<file path="src/rtl/rip_pkg.sv">
// Shared types, constants and the character decoder of the radix integer parser.
package rip_pkg;

	localparam logic [7:0] CH_ZERO        = 8'h30;
	localparam logic [7:0] CH_NINE        = 8'h39;
	localparam logic [7:0] CH_UPPER_A     = 8'h41;
	localparam logic [7:0] CH_UPPER_Z     = 8'h5A;
	localparam logic [7:0] CH_LOWER_A     = 8'h61;
	localparam logic [7:0] CH_LOWER_Z     = 8'h7A;
	localparam logic [7:0] CH_MINUS       = 8'h2D;
	localparam logic [7:0] UPPER_BASE     = 8'd55;  // 'A' - 10
	localparam logic [7:0] LOWER_BASE     = 8'd87;  // 'a' - 10
	localparam logic [7:0] NOT_DIGIT      = 8'hFF;

	localparam logic [5:0] RADIX_MIN      = 6'd2;
	localparam logic [5:0] RADIX_MAX      = 6'd36;
	localparam logic [5:0] RADIX_RESET    = 6'd10;
	localparam logic [63:0] MAX_ALL_ONES  = 64'hFFFF_FFFF_FFFF_FFFF;

	localparam int ADDR_W = 5;

	typedef enum logic [1:0] {
		REG_RADIX       = 2'd0,
		REG_MAX_VALUE   = 2'd1,
		REG_SIGNED_MODE = 2'd2,
		REG_NONE        = 2'd3
	} rip_reg_t;

	typedef enum logic [1:0] {
		ST_OK       = 2'd0,
		ST_BAD_CHAR = 2'd1,
		ST_OVERFLOW = 2'd2,
		ST_NO_DIGIT = 2'd3
	} rip_status_t;

	typedef struct packed {
		logic [5:0]  radix;
		logic [63:0] max_value;
		logic        signed_mode;
	} rip_cfg_t;

	// Digit value of a character, or NOT_DIGIT when it is none.
	function automatic logic [7:0] digit_of(input logic [7:0] c);
		logic [7:0] d;
		d = NOT_DIGIT;
		if (c >= CH_ZERO && c <= CH_NINE) begin
			d = c - CH_ZERO;
		end else if (c >= CH_UPPER_A && c <= CH_UPPER_Z) begin
			d = c - UPPER_BASE;
		end else if (c >= CH_LOWER_A && c <= CH_LOWER_Z) begin
			d = c - LOWER_BASE;
		end
		return d;
	endfunction

endpackage

</file>
<file path="src/rtl/rip_intf.sv">
// Stream interfaces for the character items and the result items.
interface rip_char_if;
	logic       valid;
	logic       ready;
	logic [7:0] char_code;
	logic       char_present;
	logic       end_of_text;

	modport source(output valid, output char_code, output char_present,
		output end_of_text, input ready);
	modport sink(input valid, input char_code, input char_present,
		input end_of_text, output ready);
endinterface

interface rip_result_if;
	logic        valid;
	logic        ready;
	logic [63:0] value;
	logic [1:0]  status;

	modport source(output valid, output value, output status, input ready);
	modport sink(input valid, input value, input status, output ready);
endinterface

</file>
<file path="src/rtl/rip_cfg.sv">
// Configuration register bank with an APB-style write and read port.
module rip_cfg (
	input  logic                      clk,
	input  logic                      arst_n,
	input  logic                      psel,
	input  logic                      penable,
	input  logic                      pwrite,
	input  logic [rip_pkg::ADDR_W-1:0] paddr,
	input  logic [63:0]               pwdata,
	output logic [63:0]               prdata,
	output logic                      pready,
	output rip_pkg::rip_cfg_t         cfg
);

	rip_pkg::rip_reg_t reg_sel;
	logic              wr_en;
	logic [5:0]        radix_q;
	logic [63:0]       max_value_q;
	logic              signed_mode_q;

	// Registers sit on 8-byte boundaries.
	assign reg_sel = rip_pkg::rip_reg_t'(paddr[4:3]);
	assign pready  = 1'b1;
	assign wr_en   = psel && penable && pwrite && pready;

	always_ff @(posedge clk or negedge arst_n) begin
		if (!arst_n) begin
			radix_q       <= rip_pkg::RADIX_RESET;
			max_value_q   <= rip_pkg::MAX_ALL_ONES;
			signed_mode_q <= 1'b0;
		end else if (wr_en) begin
			case (reg_sel)
				rip_pkg::REG_RADIX:       radix_q       <= pwdata[5:0];
				rip_pkg::REG_MAX_VALUE:   max_value_q   <= pwdata;
				rip_pkg::REG_SIGNED_MODE: signed_mode_q <= pwdata[0];
				default: ;
			endcase
		end
	end

	always_comb begin
		case (reg_sel)
			rip_pkg::REG_RADIX:       prdata = {58'd0, radix_q};
			rip_pkg::REG_MAX_VALUE:   prdata = max_value_q;
			rip_pkg::REG_SIGNED_MODE: prdata = {63'd0, signed_mode_q};
			default:                  prdata = 64'd0;
		endcase
	end

	assign cfg.radix       = radix_q;
	assign cfg.max_value   = max_value_q;
	assign cfg.signed_mode = signed_mode_q;

endmodule

</file>
<file path="src/rtl/rip_core.sv">
// Parser datapath: input register, digit accumulation and result register.
module rip_core (
	input  logic              clk,
	input  logic              arst_n,
	input  rip_pkg::rip_cfg_t cfg,
	rip_char_if.sink          chars,
	rip_result_if.source      result
);

	logic        valid_s1;
	logic [7:0]  char_s1;
	logic        present_s1;
	logic        eot_s1;

	logic [63:0] acc_q;
	logic        seen_q;
	logic        ovf_q;
	logic        bad_q;
	logic        prefix_q;
	logic        neg_q;

	logic        out_valid_q;
	logic [63:0] value_q;
	logic [1:0]  status_q;

	logic        advance;
	logic        take;
	logic        load_res;
	logic [5:0]  r_eff;
	logic [7:0]  digit;
	logic        is_minus;
	logic [69:0] sum;
	logic        too_big;

	logic [63:0] acc_n;
	logic        seen_n;
	logic        ovf_n;
	logic        bad_n;
	logic        prefix_n;
	logic        neg_n;
	rip_pkg::rip_status_t status_n;
	logic [63:0] value_n;

	// The input stage only holds back when an end-of-text item finds the
	// result register still occupied.
	assign advance     = !(valid_s1 && eot_s1 && out_valid_q && !result.ready);
	assign chars.ready = !valid_s1 || advance;
	assign take        = valid_s1 && advance;
	assign load_res    = take && eot_s1;

	always_ff @(posedge clk or negedge arst_n) begin
		if (!arst_n) begin
			valid_s1 <= 1'b0;
		end else if (chars.ready) begin
			valid_s1 <= chars.valid;
		end
	end

	always_ff @(posedge clk) begin
		if (chars.ready && chars.valid) begin
			char_s1    <= chars.char_code;
			present_s1 <= chars.char_present;
			eot_s1     <= chars.end_of_text;
		end
	end

	always_comb begin
		if (cfg.radix < rip_pkg::RADIX_MIN) begin
			r_eff = rip_pkg::RADIX_MIN;
		end else if (cfg.radix > rip_pkg::RADIX_MAX) begin
			r_eff = rip_pkg::RADIX_MAX;
		end else begin
			r_eff = cfg.radix;
		end
	end

	assign digit    = rip_pkg::digit_of(char_s1);
	assign is_minus = cfg.signed_mode && prefix_q && (char_s1 == rip_pkg::CH_MINUS);

	// The full product never wraps, so one compare against the limit
	// replaces the quotient and remainder test.
	assign sum     = ({6'd0, acc_q} * {64'd0, r_eff}) + {62'd0, digit};
	assign too_big = sum > {6'd0, cfg.max_value};

	always_comb begin
		acc_n    = acc_q;
		seen_n   = seen_q;
		ovf_n    = ovf_q;
		bad_n    = bad_q;
		prefix_n = prefix_q;
		neg_n    = neg_q;
		if (present_s1) begin
			if (is_minus) begin
				neg_n = 1'b1;
			end else begin
				prefix_n = 1'b0;
				if ({2'd0, r_eff} <= digit) begin
					bad_n = 1'b1;
				end else begin
					seen_n = 1'b1;
					if (ovf_q || too_big) begin
						ovf_n = 1'b1;
					end else begin
						acc_n = sum[63:0];
					end
				end
			end
		end

		value_n = 64'd0;
		if (bad_n) begin
			status_n = rip_pkg::ST_BAD_CHAR;
		end else if (ovf_n) begin
			status_n = rip_pkg::ST_OVERFLOW;
		end else if (!seen_n) begin
			status_n = rip_pkg::ST_NO_DIGIT;
		end else begin
			status_n = rip_pkg::ST_OK;
			value_n  = neg_n ? (64'd0 - acc_n) : acc_n;
		end
	end

	always_ff @(posedge clk or negedge arst_n) begin
		if (!arst_n) begin
			acc_q    <= 64'd0;
			seen_q   <= 1'b0;
			ovf_q    <= 1'b0;
			bad_q    <= 1'b0;
			prefix_q <= 1'b1;
			neg_q    <= 1'b0;
		end else if (take) begin
			if (eot_s1) begin
				acc_q    <= 64'd0;
				seen_q   <= 1'b0;
				ovf_q    <= 1'b0;
				bad_q    <= 1'b0;
				prefix_q <= 1'b1;
				neg_q    <= 1'b0;
			end else begin
				acc_q    <= acc_n;
				seen_q   <= seen_n;
				ovf_q    <= ovf_n;
				bad_q    <= bad_n;
				prefix_q <= prefix_n;
				neg_q    <= neg_n;
			end
		end
	end

	always_ff @(posedge clk or negedge arst_n) begin
		if (!arst_n) begin
			out_valid_q <= 1'b0;
		end else if (load_res) begin
			out_valid_q <= 1'b1;
		end else if (result.ready) begin
			out_valid_q <= 1'b0;
		end
	end

	always_ff @(posedge clk) begin
		if (load_res) begin
			value_q  <= value_n;
			status_q <= status_n;
		end
	end

	assign result.valid  = out_valid_q;
	assign result.value  = value_q;
	assign result.status = status_q;

`ifndef SYNTH
	// A fresh result appears only after an end-of-text item has been processed.
	a_res_from_eot: assert property (@(posedge clk) disable iff (!arst_n)
		$rose(out_valid_q) |-> $past(valid_s1 && eot_s1))
		else $error("result raised without an end-of-text item");

	// A failed parse always reports a zero value.
	a_fail_zero: assert property (@(posedge clk) disable iff (!arst_n)
		out_valid_q && (status_q != rip_pkg::ST_OK) |-> (value_q == 64'd0))
		else $error("non-zero value with failing status");

	// The text state is back at its start values after each result.
	a_state_clear: assert property (@(posedge clk) disable iff (!arst_n)
		load_res |=> (acc_q == 64'd0) && prefix_q && !seen_q && !ovf_q && !bad_q && !neg_q)
		else $error("text state not cleared after end of text");

	// The result register is never overwritten while still waiting.
	a_no_overwrite: assert property (@(posedge clk) disable iff (!arst_n)
		out_valid_q && !result.ready |-> !load_res)
		else $error("result overwritten before it was taken");
`endif

endmodule

</file>
<file path="src/rtl/radix_integer_parser.sv">
// An accepted end-of-text item passes the input register and then loads the result register.
// Throughput: one character item per cycle while no end-of-text item is held; the accumulator
// multiply-add and the limit compare are combinational around the accumulator register.
// An end-of-text item waits in the input register only while the previous result is untaken.
// Reset (arst_n low, asynchronous) empties both stages, clears the text state and
// restores radix 10, max_value all ones and signed_mode 0.
module radix_integer_parser (
	input  logic                       clk,
	input  logic                       arst_n,
	rip_char_if.sink                   chars,
	rip_result_if.source               result,
	input  logic                       psel,
	input  logic                       penable,
	input  logic                       pwrite,
	input  logic [rip_pkg::ADDR_W-1:0] paddr,
	input  logic [63:0]                pwdata,
	output logic [63:0]                prdata,
	output logic                       pready
);

	rip_pkg::rip_cfg_t cfg;

	rip_cfg u_cfg (
		.clk     (clk),
		.arst_n  (arst_n),
		.psel    (psel),
		.penable (penable),
		.pwrite  (pwrite),
		.paddr   (paddr),
		.pwdata  (pwdata),
		.prdata  (prdata),
		.pready  (pready),
		.cfg     (cfg)
	);

	rip_core u_core (
		.clk    (clk),
		.arst_n (arst_n),
		.cfg    (cfg),
		.chars  (chars),
		.result (result)
	);

endmodule
</file>
<file path="src/flat_wrapper.sv">
// flat-port wrapper written by rule: the top's interface ports become plain ports
module radix_integer_parser_flat 
  (clk, arst_n, psel, penable, pwrite, paddr, pwdata, prdata, pready, chars_valid, chars_char_code, chars_char_present, chars_end_of_text, chars_ready, result_valid, result_value, result_status, result_ready);
  rip_char_if chars_i ();
  rip_result_if result_i ();
  input  logic clk;
  input  logic arst_n;
  input  logic psel;
  input  logic penable;
  input  logic pwrite;
  input  logic [rip_pkg::ADDR_W-1:0] paddr;
  input  logic [63:0] pwdata;
  output logic [63:0] prdata;
  output logic pready;
  input wire logic [$bits(chars_i.valid)-1:0] chars_valid;
  input wire logic [$bits(chars_i.char_code)-1:0] chars_char_code;
  input wire logic [$bits(chars_i.char_present)-1:0] chars_char_present;
  input wire logic [$bits(chars_i.end_of_text)-1:0] chars_end_of_text;
  output wire logic [$bits(chars_i.ready)-1:0] chars_ready;
  output wire logic [$bits(result_i.valid)-1:0] result_valid;
  output wire logic [$bits(result_i.value)-1:0] result_value;
  output wire logic [$bits(result_i.status)-1:0] result_status;
  input wire logic [$bits(result_i.ready)-1:0] result_ready;
  assign chars_i.valid = chars_valid;
  assign chars_i.char_code = chars_char_code;
  assign chars_i.char_present = chars_char_present;
  assign chars_i.end_of_text = chars_end_of_text;
  assign chars_ready = chars_i.ready;
  assign result_valid = result_i.valid;
  assign result_value = result_i.value;
  assign result_status = result_i.status;
  assign result_i.ready = result_ready;
  radix_integer_parser u_core (.clk(clk), .arst_n(arst_n), .chars(chars_i), .result(result_i), .psel(psel), .penable(penable), .pwrite(pwrite), .paddr(paddr), .pwdata(pwdata), .prdata(prdata), .pready(pready));
endmodule
</file>
<file path="config.mk">
export PLATFORM = sky130hd
export DESIGN_NAME = radix_integer_parser_flat
export DESIGN_NICKNAME = d
export VERILOG_FILES = /design/src/rtl/rip_pkg.sv /design/src/rtl/rip_intf.sv /design/src/rtl/rip_cfg.sv /design/src/rtl/rip_core.sv /design/src/rtl/radix_integer_parser.sv /design/src/flat_wrapper.sv
export SDC_FILE = /design/constraint.sdc
export NUM_CORES = 1
export LEC_CHECK = 0
export ABC_AREA = 0
export BUFFER_PORTS_ARGS = -buffer_cell sky130_fd_sc_hd__buf_4
export CAP_MARGIN = 20
export CORE_UTILIZATION = 50
export CTS_BUF_LIST = sky130_fd_sc_hd__clkbuf_2
export DETAILED_ROUTE_END_ITERATION = 16
export PLACE_DENSITY = 0.71
export SLEW_MARGIN = 0
export SYNTH_ARGS = -nofsm -noshare
export SYNTH_HDL_FRONTEND = slang
export SYNTH_SLANG_ARGS = --single-unit
</file>
<file path="constraint.sdc">
create_clock -name clk -period 9.98 [get_ports clk]
set_input_delay 0.499 -clock clk [delete_from_list [all_inputs] [get_ports clk]]
set_output_delay 0.499 -clock clk [all_outputs]
set_load 0.02 [all_outputs]
</file>
## Yosys cells after proc, flatten, opt, wreduce, memory -nomap -nowiden

Cells that the tools add are included.

- Multiplexer cells: 35
- Bitwise logic cells: 1
- Multiply operators: 1
- Equality and inequality tests: 4
- Order comparisons: 10
- Reduce and logical (&&, ||, !) cells: 26
- Div/mod/pow operators: 0
- Add/subtract/negate cells: 5
- Shifts and indexed selects: 0

Operator list:

| operator | count |
|---|---|
| 64-bit 2-to-1 mux | 6 |
| 64-bit one-hot mux with 3 select lines | 1 |
| 70-bit by 8-bit adder with 70-bit output | 1 |
| 70-bit by 64-bit greater-than comparator with 1-bit output | 1 |
| 64-bit by 6-bit multiplier with 70-bit output | 1 |
| 1-bit by 64-bit subtractor with 64-bit output, first input constant | 1 |
| 8-bit 2-to-1 mux | 3 |
| 1-bit 2-to-1 mux | 21 |
| 8-bit by 7-bit >= comparator with 1-bit output, second input constant | 2 |
| 8-bit by 7-bit less-or-equal comparator with 1-bit output, second input constant | 2 |
| 8-bit by 6-bit subtractor with 8-bit output, second input constant | 2 |
| 1-bit logical AND | 13 |
| 6-bit 2-to-1 mux | 2 |
| 8-bit by 6-bit == test with 1-bit output, second input constant | 1 |
| 8-bit by 6-bit >= comparator with 1-bit output, second input constant | 1 |
| 6-bit by 8-bit less-or-equal comparator with 1-bit output | 1 |
| 8-bit by 6-bit less-or-equal comparator with 1-bit output, second input constant | 1 |
| 8-bit by 7-bit subtractor with 8-bit output, second input constant | 1 |
| 6-bit greater-than comparator, second input constant | 1 |
| 6-bit by 2-bit < comparator with 1-bit output, second input constant | 1 |
| 2-bit AND reduction | 3 |
| 2-bit 2-to-1 mux | 2 |
| 2-bit nonzero test | 2 |
| 1-bit logical NOT | 3 |
| other kinds (8) | 9 |

- Latch bits: 0
- Flip-flop bits (word level): 218
- Output and inout bits: 133
- Bits in writable memories: 0
- ROM bits: 0
- Memories: 0
- Logic and storage cells: 98

## Depth between registers and ports, before layout

- Word-level depth: 14
- Gate-level depth with buffers: 49
- Depth with buffers taken out: 46

## Cells and area by module

From an unflattened synthesis, not the netlist that was laid out.

- Cell total of the unflattened synthesis: 3284
- Area total of the unflattened synthesis: 28686.3 um^2

By module, submodules not included:

| module | instances | cells an instance | area each (um^2) |
|---|---|---|---|
| rip_core | 1 | 3048 | 25097.8 |
| rip_cfg | 1 | 236 | 3588.4 |

## Worst setup path before layout

Ideal clock, no wire load.

- Path type: reg-to-reg
- Start: reg u_core.u_cfg.radix_q[4]
- End: reg u_core.u_core.value_q[60], in the netlist u_core.u_core.result.value[60] (data pin)
- Cell stages (with the launch flop): 45
- Data required time: 9.720 ns
- Clock period less this slack: 10.987 ns
- Arrival time: 10.727 ns
- Buffers on the path: 5
- Setup slack: -1.007 ns
- Cell sequence: dfrtp_1 or3_1 nor3_1 nor2_1 clkbuf_1 and2_1 fa_1 inv_1 fa_1 inv_1 fa_1 inv_1 fa_1 inv_1 ha_1 buf_6 a21o_1 a41o_4 (+9 left out) o31a_1 a211oi_1 o211ai_1 nand4b_1 nor2_2 buf_4 buf_6 buf_4 mux2i_1 ha_1 nand3_1 a21oi_1 or3b_2 nor3_1 mux2i_1 o41ai_4 o21ai_2 mux2_4

- Word-level cells in the longest chain between the ends: 13
- Elaborated cells on any way between the ends: 27
- Those cells by class: add/sub: 2; mul: 1; order compare: 4; mux: 17; bitwise: 1; reduce/logical: 2

RTL lines:

| item | line | text |
|---|---|---|
| start, declared | rip_cfg.sv:17 | `logic [5:0] radix_q;` |
| start signal, assigned | rip_cfg.sv:28 | `radix_q <= rip_pkg::RADIX_RESET;` |
| start signal, assigned | rip_cfg.sv:33 | `rip_pkg::REG_RADIX: radix_q <= pwdata[5:0];` |
| 6-bit greater-than comparator | rip_core.sv:70 | `end else if (cfg.radix > rip_pkg::RADIX_MAX) begin` |
| 6-bit 2-to-1 mux | rip_core.sv:70 |  |
| 6-bit 2-to-1 mux (*) | rip_core.sv:68 | `if (cfg.radix < rip_pkg::RADIX_MIN) begin` |
| 64-bit by 6-bit multiplier with 70-bit output | rip_core.sv:82 | `assign sum = ({6'd0, acc_q} * {64'd0, r_eff}) + {62'd0, digit};` |
| 70-bit by 8-bit adder with 70-bit output | rip_core.sv:82 |  |
| 70-bit by 64-bit greater-than comparator with 1-bit output | rip_core.sv:83 | `assign too_big = sum > {6'd0, cfg.max_value};` |
| 1-bit logical OR | rip_core.sv:101 | `if (ovf_q \|\| too_big) begin` |
| 64-bit 2-to-1 mux | rip_core.sv:101 |  |
| 64-bit 2-to-1 mux | rip_core.sv:97 | `if ({2'd0, r_eff} <= digit) begin` |
| 64-bit 2-to-1 mux | rip_core.sv:93 | `if (is_minus) begin` |
| 64-bit 2-to-1 mux | rip_core.sv:92 | `if (present_s1) begin` |
| 1-bit by 64-bit subtractor with 64-bit output | rip_core.sv:119 | `value_n = neg_n ? (64'd0 - acc_n) : acc_n;` |
| 64-bit 2-to-1 mux | rip_core.sv:119 |  |
| end signal, assigned | rip_core.sv:162 | `value_q <= value_n;` |
| end, declared | rip_core.sv:23 | `logic [63:0] value_q;` |

Mark *: on every way between the ends. The rest lies on a longest branch, timed or not.
A chain may end at the register's enable or synchronous reset.

## Worst setup path after layout

Ends and elaborated chain as after synthesis.

==> results.md <==
- Status: complete, but fails checks
- Violated checks: setup timing
- Worst Tran Pin Value: 0.961 ns
- Largest net degree at the start of global routing: 116
- Die Ht: 240 um
- Slew margin rel.: 0.359
- WL/cell: 21.1 um
- Ports: 219
- Post-synth net total: 3915
- Clk Latency, worst-skew pair: 1.16 ns
- Leakage: 18.4 nW
- Initial Util: 0.509
- CP most frequent cell: buf_4
- Setup crit start kind: flop
- Via Count: 28600
- Peak supply drop: 0.0000871 V
- Max-cap violation count: 0
- Setup Skew: 0.0933 ns
- CP Class: flop to flop
- Max Freq: 97.5 MHz
- Register bit total from synthesis: 218
- Cell area after synthesis: 28200 um^2
- Final core occ: 0.690
- Routability cong.: 1.01
- Slew Viols, Final: 0
- Synth top area cells: fa_1 (18%), ha_1 (9.9%), edfxtp_1 (8.1%), dfrtp_1 (6.6%), nand2_1 (6.6%)
- Worst Path Max Fanout: 7
- Row count: 86
- Filler cells: 4401
- Cell area power density: 72.0 nW/um^2
- Clock transition at the registers of the reported paths: 0.15 ns
- CP max stage delay: 0.54 ns
- IO buf count: 214
- Unrepaired setup endpoints after global routing: true
- Gr usage total: 0.366
- GRT overflow: 0
- # DRC: 0
- Vias in the first global route: 28900
- Required time of the critical path: 10.87 ns
- CTS Buf Count: 60
- Post-synth EDFFs: 76
- Async SR Flop Fraction: 0.651
- Yosys cell types: 102
- Root Driver: clkbuf_2
- Antenna Violating Nets Remaining: 0
- Crit share post-route: 1.03
- TritonCTS clock tree: built
- Hold Path Origin: chars_char_present
- CP endpoint kind: flop
- Nets: 4720
- Width of the die: 240 um
- Top FF cell, synth: edfxtp_1
- Die area: 57400 um^2
- CTS sink cnt: 218
- Mean Syn Cell Area: 8.42 um^2
- Crit path DAT: 11.15 ns
- Share of layout cells above drive strength 1: 0.306
- Via density: 5.77
- Fin. Hold Viols: 0
- Final WS setup: -0.274 ns
- Yosys warnings: 0
- CORE AREA: 55400 um^2
- Critical register-to-register path startpoint: u_core.u_cfg.radix_q[4]$_DFFE_PN0P_
- Initial antenna violation count: 1
- Post-route minimum period: 10.25 ns
- Synthesis-to-layout area growth: 35.5%
- Critical-path top delay cell: fa_1
- Cell area after layout: 38300 um^2
- H-tree depth: 2
- Worst Hold Class: input pin to flop
- DR pass1 iterations: 6
- First-pass GRT wire length: 162000 um
- Placed Area: 34600 um^2
- Critical path origin: u_core.u_cfg.radix_q[4]$_DFFE_PN0P_
- Cell count after synthesis: 3352
- # setup viols final: 21
- Post-synth top cells: nand2_1 (495), inv_1 (342), fa_1 (254)
- Sequential share of the synthesized area: 0.210
- Routed WL: 105000 um
- TNS Setup: -2.91 ns
- Dpl hpwl: 79800 um
- Max Root-Sink Buffers: 3
- Synth area leader: fa_1
- DR iter-0 viols: 2574
- Cell with the most instances after synthesis: nand2_1
- Top cell type's share of synthesized area: 0.180
-- metal layers --
layer / vias up / GRT usage / part of all wire
met2: 1533 / 0.563 / 0.44
met3: 276 / 0.101 / 0.11
met4: 0 / 0.133 / 0.039
li1: 13000 / - / -
met5: - / 0 / 0
met1: 13800 / 0.492 / 0.41
-- path summary, 6_finish.rpt --
kind / end / slack (ns) / cells after the start
max in group asynchronous: u_core.u_cfg.radix_q[5]$_DFFE_PN0P_ / 8.24 / 4
min in group asynchronous: u_core.u_cfg.max_value_q[49]$_DFFE_PN1P_ / 0.20 / 2
max: u_core.u_core.result.value[60]$_SDFFCE_PP0P_ / -0.27 / 46
max reg2reg: u_core.u_core.result.value[60]$_SDFFCE_PP0P_ / -0.27 / 46
min reg2reg: u_core.u_core.prefix_q$_DFFE_PN1P_ / 0.50 / 2
min: u_core.u_core.present_s1$_DFFE_PP_ / 0.11 / 2
-- metrics by stage --
step                total power, mW  cells  setup WS (ns)  hold slack (ns)
global route                   2.89   4957         -0.470           0.0290
detailed placement             1.87   4686          -1.11            0.476
finish                         2.75   4957         -0.274            0.110
floorplan                      1.50   3352         -0.200            0.203
CTS                            2.72   4932         -0.139           0.0120
global placement               1.85   4686         -0.779            0.470
-- power breakdown --
group / switching [mW] / total (mW) / internal [mW]
Clock: 0.459 / 0.719 / 0.260
Sequential: 0.0493 / 1.11 / 1.06
Combinational: 0.548 / 0.928 / 0.381
-- area by class of cell --
| cell class | instances | area (um^2) | area share |
|---|---|---|---|
| Multi-Input combinational cell | 2576 | 21700 | 0.568 |
| Antenna cell | 1 | 2.50 | 0.0000654 |
| Inverter | 342 | 1280 | 0.0336 |
| Timing Repair Buffer | 959 | 7790 | 0.204 |
| Clock inverter | 33 | 185 | 0.00484 |
| Sequential cell | 218 | 5920 | 0.155 |
| Clock buffer | 80 | 400 | 0.0105 |
| Tap cell | 748 | 936 | 0.0245 |
-- registers in the layout, summed over array words and instances, names as in the netlist --
signal                       count
u_core.u_core.acc_q             64
u_core.u_core.eot_s1             1
u_core.u_core.valid_s1           1
u_core.u_core.result.value      64
u_core.u_cfg.max_value_q        64
u_core.u_core.prefix_q           1
u_core.u_core.present_s1         1
u_core.u_core.bad_q              1
u_core.u_core.neg_q              1
u_core.u_cfg.signed_mode_q       1
u_core.u_core.ovf_q              1
u_core.u_core.result.status      2
u_core.u_core.char_s1            8
u_core.u_core.seen_q             1
u_core.u_cfg.radix_q             6
u_core.u_core.result.valid       1
-- critical path, delay by kind of cell, from the launching register on --
kind,cells,cell delay (ns)
and+or+nand+nor,15,2.66
adders and majority gates,7,2.55
AOI/OAI and AO/OA,12,2.44
muxes,2,0.43
xor gates and xnor gates,1,0.17
buffers and inverters,9,1.26
DFF,1,0.41
-- layout by cell type, fill, tap and decap left out, types with 26 or more instances in the layout --
master,n
ha_1,175
fa_1,250
buf_4,819
dfstp_2,67
dlygate4sd3_1,101
inv_1,332
xnor2_1,55
nor4_1,35
mux2i_1,81
and2_1,210
o21ai_0,183
ha_4,44
nand2_1,484
a21o_1,26
a21oi_1,136
clkbuf_2,80
nor2_1,175
xor2_1,39
or3_1,26
nor3_1,58
nand4_1,48
edfxtp_1,76
nand3_1,44
a22o_1,33
dfrtp_1,74
-- kinds of logic (layout without fill, tap and decap cells) --
kind of cell,after synthesis,after routing,share of synthesized area
simple gates,1264,1264,0.222
compound gates,621,621,0.141
buf+inv,558,1414,0.0760
fa+ha+maj,477,477,0.279
flops,218,218,0.210
xor+xnor,109,109,0.0341
mux,104,104,0.0380
other cells,1,2,0.000133
-- timing repair --
action                     in CTS  in global routing
hold buffers                  101                  0
cloned                          3                  1
gates resized for setup       154                125
setup endpoints to repair      46                 38
buffers inserted               29                 26
pin swaps                      97                 75
hold endpoints to repair      181                  0
(Power assumes the default switching activity.)
